==> config.mk <==
export PLATFORM = sky130hd
export DESIGN_NAME = number_to_ascii_formatter_unit
export DESIGN_NICKNAME = d
export VERILOG_FILES = /design/src/design/nta_pkg.sv /design/src/design/nta_bcd_cell.sv /design/src/design/number_to_ascii_formatter_unit.sv
export SDC_FILE = /design/constraint.sdc
export NUM_CORES = 1
export LEC_CHECK = 0
export BUFFER_PORTS_ARGS = -buffer_cell sky130_fd_sc_hd__buf_2
export CAP_MARGIN = 5
export CORE_MARGIN = 1.5
export CORE_UTILIZATION = 58
export DETAILED_ROUTE_END_ITERATION = 7
export GPL_TIMING_DRIVEN = 0
export PLACE_DENSITY = 0.87
export RECOVER_POWER = 50
export SKIP_LAST_GASP = 1
export SLEW_MARGIN = 20
export SYNTH_ARGS = -nofsm -noshare
export SYNTH_HDL_FRONTEND = slang
export SYNTH_SLANG_ARGS = --single-unit
export TNS_END_PERCENT = 50
==> constraint.sdc <==
create_clock -name clk -period 3.15 [get_ports clk]
set_input_delay 0.1575 -clock clk [delete_from_list [all_inputs] [get_ports clk]]
set_output_delay 0.1575 -clock clk [all_outputs]
set_load 0.01 [all_outputs]
==> src/design/nta_pkg.sv <==
// Package for the number to ASCII formatter.
// Holds character constants, the sequencer state type and the cell control struct.
// No dependencies.
`default_nettype none
package nta_pkg;

  localparam int unsigned ValueWidth = 16;
  localparam int unsigned CharWidth  = 8;
  localparam int unsigned DigitWidth = 4;
  localparam int unsigned NumCells   = 5;
  localparam int unsigned CountWidth = $clog2(ValueWidth);
  localparam int unsigned PosWidth   = 3;

  localparam logic [CharWidth-1:0] CharZero  = 8'h30;
  localparam logic [CharWidth-1:0] CharUpperA = 8'h41;
  localparam logic [CharWidth-1:0] CharX     = 8'h78;

  localparam logic [DigitWidth-1:0] DecRadix = 4'd10;
  localparam logic [DigitWidth-1:0] AdjLimit = 4'd5;
  localparam logic [DigitWidth-1:0] AdjAdd   = 4'd3;

  localparam logic MODE_DEC = 1'b0;
  localparam logic MODE_HEX = 1'b1;

  localparam logic [PosWidth-1:0] POS_HEX_SHORT = 3'd3;
  localparam logic [PosWidth-1:0] POS_HEX_LONG  = 3'd5;

  typedef enum logic [1:0] {
    ST_IDLE,
    ST_CONV,
    ST_FIND,
    ST_EMIT
  } state_t;

  typedef struct packed {
    logic clear;
    logic shift;
  } cell_ctrl_t;

  function automatic logic [CharWidth-1:0] hex_char(input logic [DigitWidth-1:0] nib);
    logic [CharWidth-1:0] c;
    if (nib < DecRadix) begin
      c = CharZero + {4'd0, nib};
    end else begin
      c = CharUpperA + {4'd0, nib - DecRadix};
    end
    return c;
  endfunction

endpackage
`default_nettype wire

==> src/design/nta_bcd_cell.sv <==
// One decimal digit cell of the shift-add-3 conversion chain.
// Depends on nta_pkg.
`default_nettype none
module nta_bcd_cell (
  input  wire logic                         clk,
  input  wire nta_pkg::cell_ctrl_t          ctrl,
  input  wire logic                         shift_in,
  output logic [nta_pkg::DigitWidth-1:0]    digit,
  output logic                              shift_out
);

  logic [nta_pkg::DigitWidth-1:0] digit_r;
  logic [nta_pkg::DigitWidth-1:0] digit_nxt;
  logic [nta_pkg::DigitWidth-1:0] adj;

  always_comb begin
    if (digit_r >= nta_pkg::AdjLimit) begin
      adj = digit_r + nta_pkg::AdjAdd;
    end else begin
      adj = digit_r;
    end
    shift_out = adj[nta_pkg::DigitWidth-1];
    if (ctrl.clear) begin
      digit_nxt = '0;
    end else if (ctrl.shift) begin
      digit_nxt = {adj[nta_pkg::DigitWidth-2:0], shift_in};
    end else begin
      digit_nxt = digit_r;
    end
  end

  always_ff @(posedge clk) begin
    digit_r <= digit_nxt;
  end

  assign digit = digit_r;

endmodule
`default_nettype wire

==> src/design/number_to_ascii_formatter_unit.sv <==
// Top level of the number to ASCII formatter: sequencer, BCD cell chain, output register.
// Depends on nta_pkg and nta_bcd_cell.
//
// Usage:
//   Input channel in_valid/in_stall carries in_value (16 bit) and in_mode
//   (0 decimal, 1 hex with 0x prefix). Output channel out_valid/out_stall
//   carries one ASCII character per transaction in out_char_code, with
//   out_last high on the final character of a number.
//   Decimal: the value shifts through a chain of five BCD digit cells, one
//   bit per cycle; the FIND state then locates the leading digit.
//   Hex: conversion is skipped, the FIND state sets up the character count.
//   Characters then leave at one per cycle through the output register
//   while the output is not stalled. Decimal gives 1..5 digits, hex gives
//   4 or 6 characters including the prefix. One item is processed at a time;
//   a new item is accepted while the final character still waits in the
//   output register.
//   Reset clears the sequencer and the output valid flag.
//   A stall on the output holds the current character and pauses emission.
`default_nettype none
module number_to_ascii_formatter_unit (
  input  wire logic                            clk,
  input  wire logic                            rst_n,
  input  wire logic                            in_valid,
  output logic                                 in_stall,
  input  wire logic [nta_pkg::ValueWidth-1:0]  in_value,
  input  wire logic                            in_mode,
  output logic                                 out_valid,
  input  wire logic                            out_stall,
  output logic [nta_pkg::CharWidth-1:0]        out_char_code,
  output logic                                 out_last
);

  nta_pkg::state_t state_r, state_nxt;

  logic [nta_pkg::ValueWidth-1:0] value_r, value_nxt;
  logic                           mode_r, mode_nxt;
  logic [nta_pkg::CountWidth-1:0] cnt_r, cnt_nxt;
  logic [nta_pkg::PosWidth-1:0]   pos_r, pos_nxt;
  logic                           out_valid_r, out_valid_nxt;
  logic [nta_pkg::CharWidth-1:0]  out_char_r, out_char_nxt;
  logic                           out_last_r, out_last_nxt;

  logic                           in_take;
  logic                           emit_go;
  logic [nta_pkg::CharWidth-1:0]  cur_char;
  logic [nta_pkg::DigitWidth-1:0] cur_digit;
  logic [nta_pkg::DigitWidth-1:0] cur_nib;
  logic [nta_pkg::PosWidth-1:0]   top_pos;
  nta_pkg::cell_ctrl_t            cell_ctrl;

  logic [nta_pkg::DigitWidth-1:0] digit [nta_pkg::NumCells];
  logic [nta_pkg::NumCells:0]     chain;

  function automatic logic [nta_pkg::PosWidth-1:0] top_hex(
    input logic [nta_pkg::ValueWidth-1:0] v
  );
    return (v[15:8] != '0) ? nta_pkg::POS_HEX_LONG : nta_pkg::POS_HEX_SHORT;
  endfunction

  assign in_stall = (state_r != nta_pkg::ST_IDLE);
  assign in_take  = in_valid && !in_stall;
  assign emit_go  = (state_r == nta_pkg::ST_EMIT) && (!out_valid_r || !out_stall);

  assign cell_ctrl.clear = in_take;
  assign cell_ctrl.shift = (state_r == nta_pkg::ST_CONV);

  assign chain[0] = value_r[nta_pkg::ValueWidth-1];

  for (genvar g = 0; g < nta_pkg::NumCells; g++) begin : g_cell
    nta_bcd_cell u_cell (
      .clk       (clk),
      .ctrl      (cell_ctrl),
      .shift_in  (chain[g]),
      .digit     (digit[g]),
      .shift_out (chain[g+1])
    );
  end

  always_comb begin
    state_nxt = state_r;
    case (state_r)
      nta_pkg::ST_IDLE: begin
        if (in_take) begin
          state_nxt = (in_mode == nta_pkg::MODE_HEX) ? nta_pkg::ST_FIND : nta_pkg::ST_CONV;
        end
      end
      nta_pkg::ST_CONV: begin
        if (cnt_r == '0) begin
          state_nxt = nta_pkg::ST_FIND;
        end
      end
      nta_pkg::ST_FIND: begin
        state_nxt = nta_pkg::ST_EMIT;
      end
      nta_pkg::ST_EMIT: begin
        if (emit_go && pos_r == '0) begin
          state_nxt = nta_pkg::ST_IDLE;
        end
      end
      default: begin
        state_nxt = nta_pkg::ST_IDLE;
      end
    endcase
  end

  always_comb begin
    if (digit[4] != '0) begin
      top_pos = 3'd4;
    end else if (digit[3] != '0) begin
      top_pos = 3'd3;
    end else if (digit[2] != '0) begin
      top_pos = 3'd2;
    end else if (digit[1] != '0) begin
      top_pos = 3'd1;
    end else begin
      top_pos = 3'd0;
    end

    case (pos_r)
      3'd0:    cur_digit = digit[0];
      3'd1:    cur_digit = digit[1];
      3'd2:    cur_digit = digit[2];
      3'd3:    cur_digit = digit[3];
      3'd4:    cur_digit = digit[4];
      default: cur_digit = '0;
    endcase

    case (pos_r)
      3'd0:    cur_nib = value_r[3:0];
      3'd1:    cur_nib = value_r[7:4];
      3'd2:    cur_nib = value_r[11:8];
      3'd3:    cur_nib = value_r[15:12];
      default: cur_nib = '0;
    endcase

    if (mode_r == nta_pkg::MODE_HEX) begin
      if (pos_r == top_hex(value_r)) begin
        cur_char = nta_pkg::CharZero;
      end else if (pos_r == top_hex(value_r) - 3'd1) begin
        cur_char = nta_pkg::CharX;
      end else begin
        cur_char = nta_pkg::hex_char(cur_nib);
      end
    end else begin
      cur_char = nta_pkg::CharZero + {4'd0, cur_digit};
    end
  end

  always_comb begin
    value_nxt     = value_r;
    mode_nxt      = mode_r;
    cnt_nxt       = cnt_r;
    pos_nxt       = pos_r;
    out_valid_nxt = out_valid_r;
    out_char_nxt  = out_char_r;
    out_last_nxt  = out_last_r;

    if (out_valid_r && !out_stall) begin
      out_valid_nxt = 1'b0;
    end

    case (state_r)
      nta_pkg::ST_IDLE: begin
        if (in_take) begin
          value_nxt = in_value;
          mode_nxt  = in_mode;
          cnt_nxt   = '1;
        end
      end
      nta_pkg::ST_CONV: begin
        value_nxt = {value_r[nta_pkg::ValueWidth-2:0], 1'b0};
        cnt_nxt   = cnt_r - 1'b1;
      end
      nta_pkg::ST_FIND: begin
        pos_nxt = (mode_r == nta_pkg::MODE_HEX) ? top_hex(value_r) : top_pos;
      end
      nta_pkg::ST_EMIT: begin
        if (emit_go) begin
          out_valid_nxt = 1'b1;
          out_char_nxt  = cur_char;
          out_last_nxt  = (pos_r == '0);
          pos_nxt       = pos_r - 1'b1;
        end
      end
      default: begin
        pos_nxt = '0;
      end
    endcase
  end

  always_ff @(posedge clk) begin
    if (!rst_n) begin
      state_r     <= nta_pkg::ST_IDLE;
      out_valid_r <= 1'b0;
    end else begin
      state_r     <= state_nxt;
      out_valid_r <= out_valid_nxt;
    end
  end

  always_ff @(posedge clk) begin
    value_r    <= value_nxt;
    mode_r     <= mode_nxt;
    cnt_r      <= cnt_nxt;
    pos_r      <= pos_nxt;
    out_char_r <= out_char_nxt;
    out_last_r <= out_last_nxt;
  end

  assign out_valid     = out_valid_r;
  assign out_char_code = out_char_r;
  assign out_last      = out_last_r;

endmodule
`default_nettype wire

==> implementation parameters <==
Parameter                              Value

Yosys
  Yosys warning total ... 0
  Async SR Flop Fraction ... 0%
  Flip-flop and latch count after synthesis ... 55
  Net Count, Synth ... 361
  Most used standard cell by instance count after synthesis ... sky130_fd_sc_hd__edfxtp_1
  Number of flops mapped to enable cells by yosys ... 32
  Sequential-to-total area share from yosys stat ... 44.0%
  Ranking of synthesized cells by area ... sky130_fd_sc_hd__edfxtp_1 30%, sky130_fd_sc_hd__dfxtp_1 14%, sky130_fd_sc_hd__ha_1 8.5%
  Library cell occupying the most area in the post-synthesis netlist ... sky130_fd_sc_hd__edfxtp_1
  Synthesized instance count ... 318
  Mean post-synth cell area ... 10.1 sq um
  Cell Area, Synth ... 3230 sq um
  Top flip-flop cell by instance count after synthesis ... sky130_fd_sc_hd__edfxtp_1
  Number of distinct library cells after synthesis ... 48
  Post-synth top area share ... 29.8%
  Commonest cells in the synthesized netlist ... 32 x sky130_fd_sc_hd__edfxtp_1, 27 x sky130_fd_sc_hd__a21oi_1, 23 x sky130_fd_sc_hd__dfxtp_1, 22 x sky130_fd_sc_hd__ha_1, 22 x sky130_fd_sc_hd__inv_1

GRT
  First-pass GRT wire length ... 11.2 mm
  Antenna violations before repair ... 0
  Total gr overflow ... 0
  Tot GR Track Use ... 24.0%
  Number of global-route vias before repair ... 2344
  Pin count of the biggest net entering global routing ... 21

Clocking
  Number of buffers added for setup after CTS ... 0
  Htree depth ... 2
  Clock transition at the registers of the reported paths ... 0.10 ns
  Number of buffers inserted during clock tree synthesis ... 5
  Count of hold-fix buffers inserted at cts ... 0
  Skew-Pair Late Insertion Delay ... 0.31 ns
  Master cell of the clock root buffer ... sky130_fd_sc_hd__clkbuf_8
  CTS max path bufs ... 2
  Number of cells upsized or downsized after cts ... 0
  Clock tree from TritonCTS ... yes
  Total number of clock tree sinks ... 55

Floorplanning
  Core area ... 5240 sq um
  Initial Util ... 61.6%
  Site row count ... 26
  Die width ... 77.6 um
  Area of the die ... 6020 sq um
  DIE HEIGHT ... 77.6 um
  I/O pin total ... 32

Setup path
  Critical setup path kind ... flop to flop
  CP top delay family ... compound AO/OA/AOI/OAI gates
  Kind of start point of the critical path ... flop
  Worst path slowest cell ... sky130_fd_sc_hd__edfxtp_1
  Required time reported for the critical path endpoint ... 3.22 ns
  CP Capture Type ... flop
  Crit-path most repeated cell ... sky130_fd_sc_hd__inv_1
  Worst stage delay on the critical path ... 0.45 ns
  CP max FO ... 10
  Chain of cells forming the critical path ... inv_1 > ha_1 > buf_2 > a22oi_1 > a21oi_1 > inv_1 > ha_1 > inv_1 > a311o_1
  Sum of buffers and inverters on the critical path ... 4
  Worst endpoint data arrival time ... 2.76 ns

STA
  Final number of hold-violating endpoints ... 0
  Worst slew margin relative to its limit ... 41.8%
  Number of pins exceeding their max-slew limit in the final report ... 0
  Worst hold slack ... 0.0709 ns
  Minimum clock period after layout ... 2.68 ns
  Setup repair after global routing missed its margin ... false
  Setup TNS ... 0 ns
  Portion of the clock cycle consumed by the worst path in the final layout ... 85.2%
  Worst-case clock skew ... 0.00486 ns
  Final setup violation count ... 0
  F_max ... 0.373 GHz
  Transition time of the tightest slew-check pin ... 0.872 ns

Job
  MaxCap Viol Count ... 0

Final layout
  Net count, final ... 398
  Antenna diode instance count ... 0
  Total of fill cells in the finished design ... 409
  Fraction of final layout cells sized beyond drive strength 1 ... 15.4%
  Synthesis-to-layout area growth ... 10.6%

Place
  Number of buffers added on ports ... 30
  DPL Wire Length ... 5.08 mm
  Routability cong. ... 0.914

Pwr
  Maximum vdd ir drop ... 0.391 mV
  Seq pwr share ... 41.7%
  Switching part of the total power ... 37.8%
  Clock power share ... 19.5%
  Comb pwr share ... 38.8%
  P_int ... 1.58 mW
  Post-layout power ... 2.53 mW
  Power spent charging and discharging nets ... 0.958 mW
  Leakage ... 1.31 nW
  Cell area power density ... 710 nW/um^2

Drt
  Average detailed-routed wire length per instance ... 16.4 um
  DRC violation count after routing ... 0
  Via Count ... 2559
  Post-detailed-routing wire length ... 6.98 mm
  Total iterations of the first detailed-routing run ... 5
  Per-cell via count in the routed design ... 6.01
  Met3 Routed Length ... 526 um
  Initial detailed-routing violation count ... 212
  Post-route ant nets ... 0
  Highest routed metal layer ... met4
  Met1 Routed Length ... 3.00 mm
  Routed wl met2 ... 3.33 mm

Run status
  Result of the run ... completed

Worst hold path
  Hold crit path type ... input port to flop
==> power groups by stage <==
stage          Sequential, mW  Combinational [mW]  Clock [mW]
3_5_place_dp             1.07               0.970           0
6_report                 1.06               0.983       0.495
5_1_grt                  1.07                1.09       0.523
2_1_floorplan            1.04               0.734           0
4_1_cts                  1.05               0.975       0.498
3_3_place_gp             1.07               0.933           0
==> through the flow <==
| stage | std cells | worst slack, ns | cell area (sq um) | utilization (%) |
|---|---|---|---|---|
| after floorplan | 318 | 0.940 | 3230 | - |
| after global placement | 418 | 0.619 | 3460 | 66.1 |
| after detailed placement | 418 | 0.521 | 3460 | 66.1 |
| after CTS | 426 | 0.508 | 3580 | 68.4 |
| after global routing | 426 | 0.293 | 3570 | 68.1 |
| final | 426 | 0.466 | 3570 | 68.1 |
==> layer usage <==
metal	track usage, %	vias to the layer above
met5	0	-
met4	8.55	0
met3	4.35	16
met2	37.8	100
met1	33.0	1230
li1	-	1213
==> cell type report <==
type | instances | area [sq um] | area share [%]
Clock inverter | 2 | 35.0 | 0.982
Sequential cell | 55 | 1420 | 39.8
Tap cell | 70 | 87.6 | 2.45
Timing Repair Buffer | 30 | 136 | 3.82
Clock buffer | 6 | 82.6 | 2.31
Multi-Input combinational cell | 225 | 1640 | 46.1
Inverter | 22 | 82.6 | 2.31
Buffer | 16 | 78.8 | 2.21
==> worst min-delay path, cell delays in order <==
cell                       delay [ns]
sky130_fd_sc_hd__buf_2           0.11
sky130_fd_sc_hd__inv_1           0.05
sky130_fd_sc_hd__a211oi_1        0.03
==> cells in the final DEF (no fill, tap or decap), types with 7 or more instances in the layout <==
cell type                  instances
sky130_fd_sc_hd__nand2_1          20
sky130_fd_sc_hd__mux2_2           15
sky130_fd_sc_hd__nand3_1           9
sky130_fd_sc_hd__a22oi_1          12
sky130_fd_sc_hd__clkbuf_1         21
sky130_fd_sc_hd__a21oi_1          27
sky130_fd_sc_hd__clkbuf_8          7
sky130_fd_sc_hd__inv_1            22
sky130_fd_sc_hd__ha_1             22
sky130_fd_sc_hd__buf_2            23
sky130_fd_sc_hd__dfxtp_1          23
sky130_fd_sc_hd__mux2i_1          10
sky130_fd_sc_hd__nand2b_1         13
sky130_fd_sc_hd__edfxtp_1         32
sky130_fd_sc_hd__xnor2_1          12
sky130_fd_sc_hd__o21ai_0          12
sky130_fd_sc_hd__nor2_1           17
==> sequential cells by signal, indices dropped and copies added (netlist names) <==
register	cells
cnt_r	4
g_cell.u_cell.digit	20
mode_r	1
out_char_code	7
out_last	1
out_valid	1
pos_r	3
state_r	2
value_r	16
==> final timing paths <==
check                            start  slack (ns)                         to  depth (start not counted)
min reg2reg  g_cell[4].u_cell.digit[3]        0.50  g_cell[4].u_cell.digit[3]                          2
max reg2reg                   pos_r[0]        0.47           out_char_code[4]                          9
min                              rst_n        0.07                 state_r[1]                          3
max                           pos_r[0]        0.47           out_char_code[4]                          9
==> kinds of logic (layout without fill, tap and decap cells) <==
group | after synthesis | count (layout) | synth area share [%]
AOI/OAI and AO/OA | 87 | 87 | 17.6
and+or+nand+nor | 76 | 76 | 12.5
DFF | 55 | 55 | 44.0
buffers and inverters | 38 | 76 | 5.00
muxes | 25 | 25 | 8.34
adders and majority gates | 22 | 22 | 8.53
xor gates and xnor gates | 14 | 14 | 3.80
other | 1 | 1 | 0.116
Note: power is estimated with default switching activity, not from simulation.
